==> src/hw/rtl/assert_macros.svh <==
// assertion macros for the rtl
`ifndef ASSERT_MACROS_SVH
`define ASSERT_MACROS_SVH
`ifndef NO_ASSERTIONS
`define ASSERT_CLK(label, clk, rst_n, prop) \
  label: assert property (@(posedge clk) disable iff (!rst_n) (prop)) else $error("assert failed");
`define ASSERT_NEXT(label, clk, rst_n, ante, cons) \
  label: assert property (@(posedge clk) disable iff (!rst_n) (ante) |=> (cons)) \
    else $error("assert failed");
`else
`define ASSERT_CLK(label, clk, rst_n, prop)
`define ASSERT_NEXT(label, clk, rst_n, ante, cons)
`endif
`endif

==> src/hw/rtl/boaht_front.sv <==
// front end: accepts commands, computes start slot, queues jobs
`timescale 1ns / 1ps
module boaht_front #(
  parameter int TABLE_DEPTH = 256,
  parameter int KEY_BITS = 64,
  parameter int MAX_SLOTS = 16,
  localparam int AW = $clog2(TABLE_DEPTH),
  localparam int CW = $clog2(TABLE_DEPTH + 1)
) (
  input  logic                clk,
  input  logic                rst_n,
  input  logic                start,
  output logic                busy,
  input  logic [1:0]          in_operation,
  input  logic [63:0]         in_lookup_key,
  input  logic [31:0]         in_hash_value,
  input  logic [31:0]         in_entry_value,
  input  logic [8:0]          bucket_count,
  input  logic [4:0]          slots_per_bucket,
  output logic                job_valid,
  input  logic                job_pop,
  output logic [1:0]          job_op,
  output logic [KEY_BITS-1:0] job_key,
  output logic [31:0]         job_val,
  output logic [AW-1:0]       job_start,
  output logic [CW-1:0]       job_cap,
  input  logic                back_idle
);
  typedef enum logic [2:0] {S_IDLE, S_MOD, S_MUL, S_WRAP, S_PUSH} state_t;
  localparam int HW = 32;
  state_t state_r;
  logic [HW-1:0] rem_r;
  logic [HW-1:0] hash_r;
  logic [5:0] bit_r;
  logic [CW-1:0] eb, cap_c;
  logic [6:0] es;
  logic [CW+6:0] prod_r, capw;
  logic [1:0] op_r;
  logic [KEY_BITS-1:0] key_r;
  logic [31:0] val_r;
  logic [HW+CW:0] trial;
  logic qv_r;
  logic [1:0] qop_r;
  logic [KEY_BITS-1:0] qkey_r;
  logic [31:0] qval_r;
  logic [AW-1:0] qst_r;
  logic [CW-1:0] qcap_r;

  always_comb begin
    if (bucket_count == 9'd0) eb = CW'(1);
    else if (32'(bucket_count) > TABLE_DEPTH) eb = CW'(TABLE_DEPTH);
    else eb = CW'(bucket_count);
    if (slots_per_bucket == 5'd0) es = 7'd1;
    else if (32'(slots_per_bucket) > MAX_SLOTS) es = 7'(MAX_SLOTS);
    else es = 7'(slots_per_bucket);
    capw = (CW+7)'(eb) * (CW+7)'(es);
    cap_c = (capw > (CW+7)'(TABLE_DEPTH)) ? CW'(TABLE_DEPTH) : CW'(capw);
    trial = (HW+CW+1)'({rem_r, hash_r[bit_r[4:0]]}) - (HW+CW+1)'(eb);
  end

  assign busy = (state_r != S_IDLE) || qv_r;
  assign job_valid = qv_r;
  assign job_op = qop_r;
  assign job_key = qkey_r;
  assign job_val = qval_r;
  assign job_start = qst_r;
  assign job_cap = qcap_r;

  // restoring remainder, one hash bit per cycle
  always_ff @(posedge clk) begin
    if (!rst_n) begin
      state_r <= S_IDLE;
      qv_r <= 1'b0;
    end else begin
      if (job_pop) qv_r <= 1'b0;
      case (state_r)
        S_IDLE: begin
          if (start && !busy) begin
            op_r <= in_operation;
            key_r <= in_lookup_key[KEY_BITS-1:0];
            val_r <= in_entry_value;
            hash_r <= in_hash_value;
            rem_r <= '0;
            bit_r <= 6'd31;
            state_r <= S_MOD;
          end
        end
        S_MOD: begin
          if (trial[HW+CW]) rem_r <= {rem_r[HW-2:0], hash_r[bit_r[4:0]]};
          else rem_r <= HW'(trial);
          if (bit_r == 6'd0) state_r <= S_MUL;
          bit_r <= bit_r - 6'd1;
        end
        S_MUL: begin
          prod_r <= (CW+7)'(rem_r) * (CW+7)'(es);
          state_r <= S_WRAP;
        end
        S_WRAP: begin
          if (prod_r >= (CW+7)'(cap_c)) prod_r <= prod_r - (CW+7)'(cap_c);
          else state_r <= S_PUSH;
        end
        S_PUSH: begin
          if (!qv_r && back_idle) begin
            qv_r <= 1'b1;
            qop_r <= op_r;
            qkey_r <= key_r;
            qval_r <= val_r;
            qst_r <= AW'(prod_r);
            qcap_r <= cap_c;
            state_r <= S_IDLE;
          end
        end
        default: state_r <= S_IDLE;
      endcase
    end
  end
endmodule

==> config.mk <==
export PLATFORM = sky130hd
export DESIGN_NAME = boaht_front
export DESIGN_NICKNAME = d
export VERILOG_FILES = /design/src/hw/rtl/assert_macros.svh /design/src/hw/rtl/boaht_front.sv
export SDC_FILE = /design/constraint.sdc
export NUM_CORES = 1
export LEC_CHECK = 0
export BUFFER_PORTS_ARGS = -buffer_cell sky130_fd_sc_hd__clkbuf_2
export CORE_MARGIN = 3
export CORE_UTILIZATION = 56
export CTS_CLUSTER_SIZE = 20
export DETAILED_ROUTE_END_ITERATION = 10
export GPL_TIMING_DRIVEN = 0
export PLACE_DENSITY = 0.88
export SETUP_SLACK_MARGIN = 0.15
export SYNTH_ARGS = -nofsm -noshare
export SYNTH_HDL_FRONTEND = slang
export SYNTH_SLANG_ARGS = --single-unit
==> constraint.sdc <==
create_clock -name clk -period 9.7 [get_ports clk]
set_input_delay 1.94 -clock clk [delete_from_list [all_inputs] [get_ports clk]]
set_output_delay 1.94 -clock clk [all_outputs]
set_load 0.05 [all_outputs]
==> metrics <==
H-tree Lvls=1; setup TNS=0 ns; # diodes=0; Worst-path clk slew=0.07 ns; fin cells=1736; Yosys warnings=0; Via Count=9661; hold path depth=0; Placed Area=16660 um^2; Core ar.=25540 um^2; Post-Syn Instances=1080; area of the multi-input gates=5343 um^2; Largest stage delay, worst path=0.53 ns; Power, Total=3.062 mW; Via density=5.565; #FFs+latches synth=303; GRT overflow=0; largest net degree at the start of global routing=67; CP Max Fanout=16; status=completed; Cell Area, Synth=14790 um^2; crit end category=flop; Fin. Hold Viols=0; initial core utilization=0.5791; Area Growth Syn to Fin=19.29%; crit path DAT=9.32 ns; startpoint types=input port; Die ar.=28400 um^2; Req. time, crit path=9.96 ns; Achievable Freq=110.3 MHz; register area=9059 um^2; Leakage=7.153 nW; critical path depth in cells=29; fraction of registers with async set/reset=0; GP Congestion=0.9089; HP Start=key_r[16]; Residual DRC=0; number of routed nets with antenna violations=0; RSZ-0062 raised after global routing=no; CP Buf/Inv Count=8; Pwr per Cell Area=173.5 nW/um^2; die width=168.5 um; CTS max path bufs=3; syn nets=1350; CTS root buf=clkbuf_16; clk sinks=303; DRT iter0 DRCs=806; HPWL Detailed=25.14 mm; port buffer count=265; HP Class=flop to flop; CTS tree=yes; post-synth cell types=69; Fill cells=1736; layout cells sized above 1=0.2532; R2R Path Start=bit_r[0]; critical path type=input port to flop; first-pass GRT wire length=53.90 mm; Rows=58; gr usage total=0.2407; Register-to-Register Path Depth=14; EDFF count, synth=299; Post-Layout Inst Area=17650 um^2; minimum clock period=9.064 ns; worst skew pair latency=0.56 ns; post-synthesis sequential area ratio=0.6124; Slowest cell on crit path=fa_1; Max VDD drop=171.8 uV; routed wire length=33.89 mm; # nets final=1653; Setup violations, final=0; vias in the first global route=10110; # IOs=266; Num CTS Buffers=29; relative max-transition margin=0.3646; Die Span Y=168.5 um; fin crit share=0.9345; Critical Path Source=slots_per_bucket[4]; Clock Skew=0.01235 ns; Slew @ Worst Pin=0.9521 ns; MaxCap Viol Count=0; Post-synth top flop=edfxtp_1; drt wl/cell=19.52 um; CTS Hold Buffers Added=0; placed cells=1682; syn avg cell area=13.70 um^2; Final Slew Violations=0; initial antenna violation count=0; DR pass1 iterations=6; Top delay family on crit path=adder cells
[final timing paths]
kind / end / slack (ns)
setup / recovery: prod_r[2] / 0.64
hold / removal: job_key[16] / 0.41
setup reg to reg: rem_r[24] / 5.14
hold reg to reg: job_key[16] / 0.41
[where the power goes]
| group | switching [mW] | internal [mW] | leakage [nW] |
|---|---|---|---|
| sequential | 0.0214 | 1.49 | 2.78 |
| clock | 0.488 | 0.657 | 0.465 |
| combinational | 0.236 | 0.171 | 3.91 |
[metal layers]
metal / GRT usage / wire length, um / vias to the layer above / part of all wire
li1: - / - / 4501 / -
met1: 0.2891 / 12460 / 4678 / 0.37
met2: 0.4369 / 17990 / 410 / 0.53
met3: 0.04414 / 2268 / 72 / 0.067
met4: 0.08502 / 1178 / 0 / 0.035
met5: 0 / 0 / - / 0
[through the flow]
stage / hold WS, ns / setup WS, ns / utilization
finish: 0.4137 / 0.6356 / 0.6908
global route: 0.4213 / 0.1775 / 0.6908
CTS: 0.4140 / 0.1800 / 0.6901
detailed placement: 0.4045 / -0.3738 / 0.6522
global placement: 0.4003 / -0.9698 / 0.6471
floorplan: 0.4003 / 0.9759 / -
[Yosys cell counts, drive strengths merged, types with 3 or more instances]
library cell	instances	area, um^2
nand2b	12	75.07
or3	12	75.07
xnor2	28	245.2
or4	6	52.55
o31ai	3	22.52
a21o	11	82.58
edfxtp	299	8979
mux2i	10	100.1
o21a	10	75.07
buf	6	30.03
or2	10	62.56
xor2	26	227.7
nand2	100	377.9
nor2b	12	75.07
a31oi	7	43.79
clkbuf	24	90.09
o21bai	3	22.52
nand4	10	62.56
dfxtp	4	80.08
nor3	23	137.6
fa	58	1161
a21oi	34	173.9
inv	80	300.3
nand3	10	55.05
nor2	82	307.8
o211ai	4	30.03
a31o	3	26.28
mux4	10	225.2
ha	63	788.3
nand3b	4	30.03
and3	9	56.30
and2	32	200.2
o21ai	35	175.2
nor4	10	77.57
o22ai	4	25.02
[state kept, by name, indices dropped and copies added, names as in the netlist]
name,cells
key_r,64
job_valid,1
hash_r,32
job_op,2
state_r,3
job_start,8
job_val,32
bit_r,6
job_key,64
job_cap,9
prod_r,16
val_r,32
rem_r,32
op_r,2
[timing repair]
action | in CTS | in global routing
resized for setup | 0 | 3
setup endpoints to repair | 0 | 18
buffers inserted | 0 | 0
[cell families (layout without fill, tap and decap cells)]
| group | count (synthesis) | after routing | synth area share |
|---|---|---|---|
| AND/OR/NAND/NOR | 342 | 342 | 0.1175 |
| flip-flops | 303 | 303 | 0.6124 |
| AO/OA/AOI/OAI | 129 | 129 | 0.05515 |
| adder cells (fa/ha/maj) | 121 | 121 | 0.1318 |
| buffers and inverters | 110 | 436 | 0.02842 |
| XOR/XNOR | 54 | 54 | 0.03197 |
| multiplexers | 21 | 21 | 0.02275 |
[layout by cell type (no fill, tap or decap), drive strengths merged, types with 11 or more instances in the layout]
| cell type | netlist | final |
|---|---|---|
| a21o | 11 | 11 |
| a21oi | 34 | 34 |
| and2 | 32 | 32 |
| buf | 6 | 13 |
| clkbuf | 24 | 320 |
| clkinv | 0 | 14 |
| edfxtp | 299 | 299 |
| fa | 58 | 58 |
| ha | 63 | 63 |
| inv | 80 | 82 |
| nand2 | 100 | 100 |
| nand2b | 12 | 12 |
| nor2 | 82 | 82 |
| nor2b | 12 | 12 |
| nor3 | 23 | 23 |
| o21ai | 35 | 35 |
| or3 | 12 | 12 |
| xnor2 | 28 | 28 |
| xor2 | 26 | 26 |
[area by class of cell]
cell class / count / area share
timing repair buffer: 272 / 0.08183
clock buffer: 31 / 0.04155
clock inverter: 23 / 0.01326
tap: 330 / 0.02340
buffer: 30 / 0.006807
multi-input combinational: 667 / 0.3028
inverter: 80 / 0.01702
sequential: 303 / 0.5134
No activity file was read; power rests on OpenSTA's default activity.
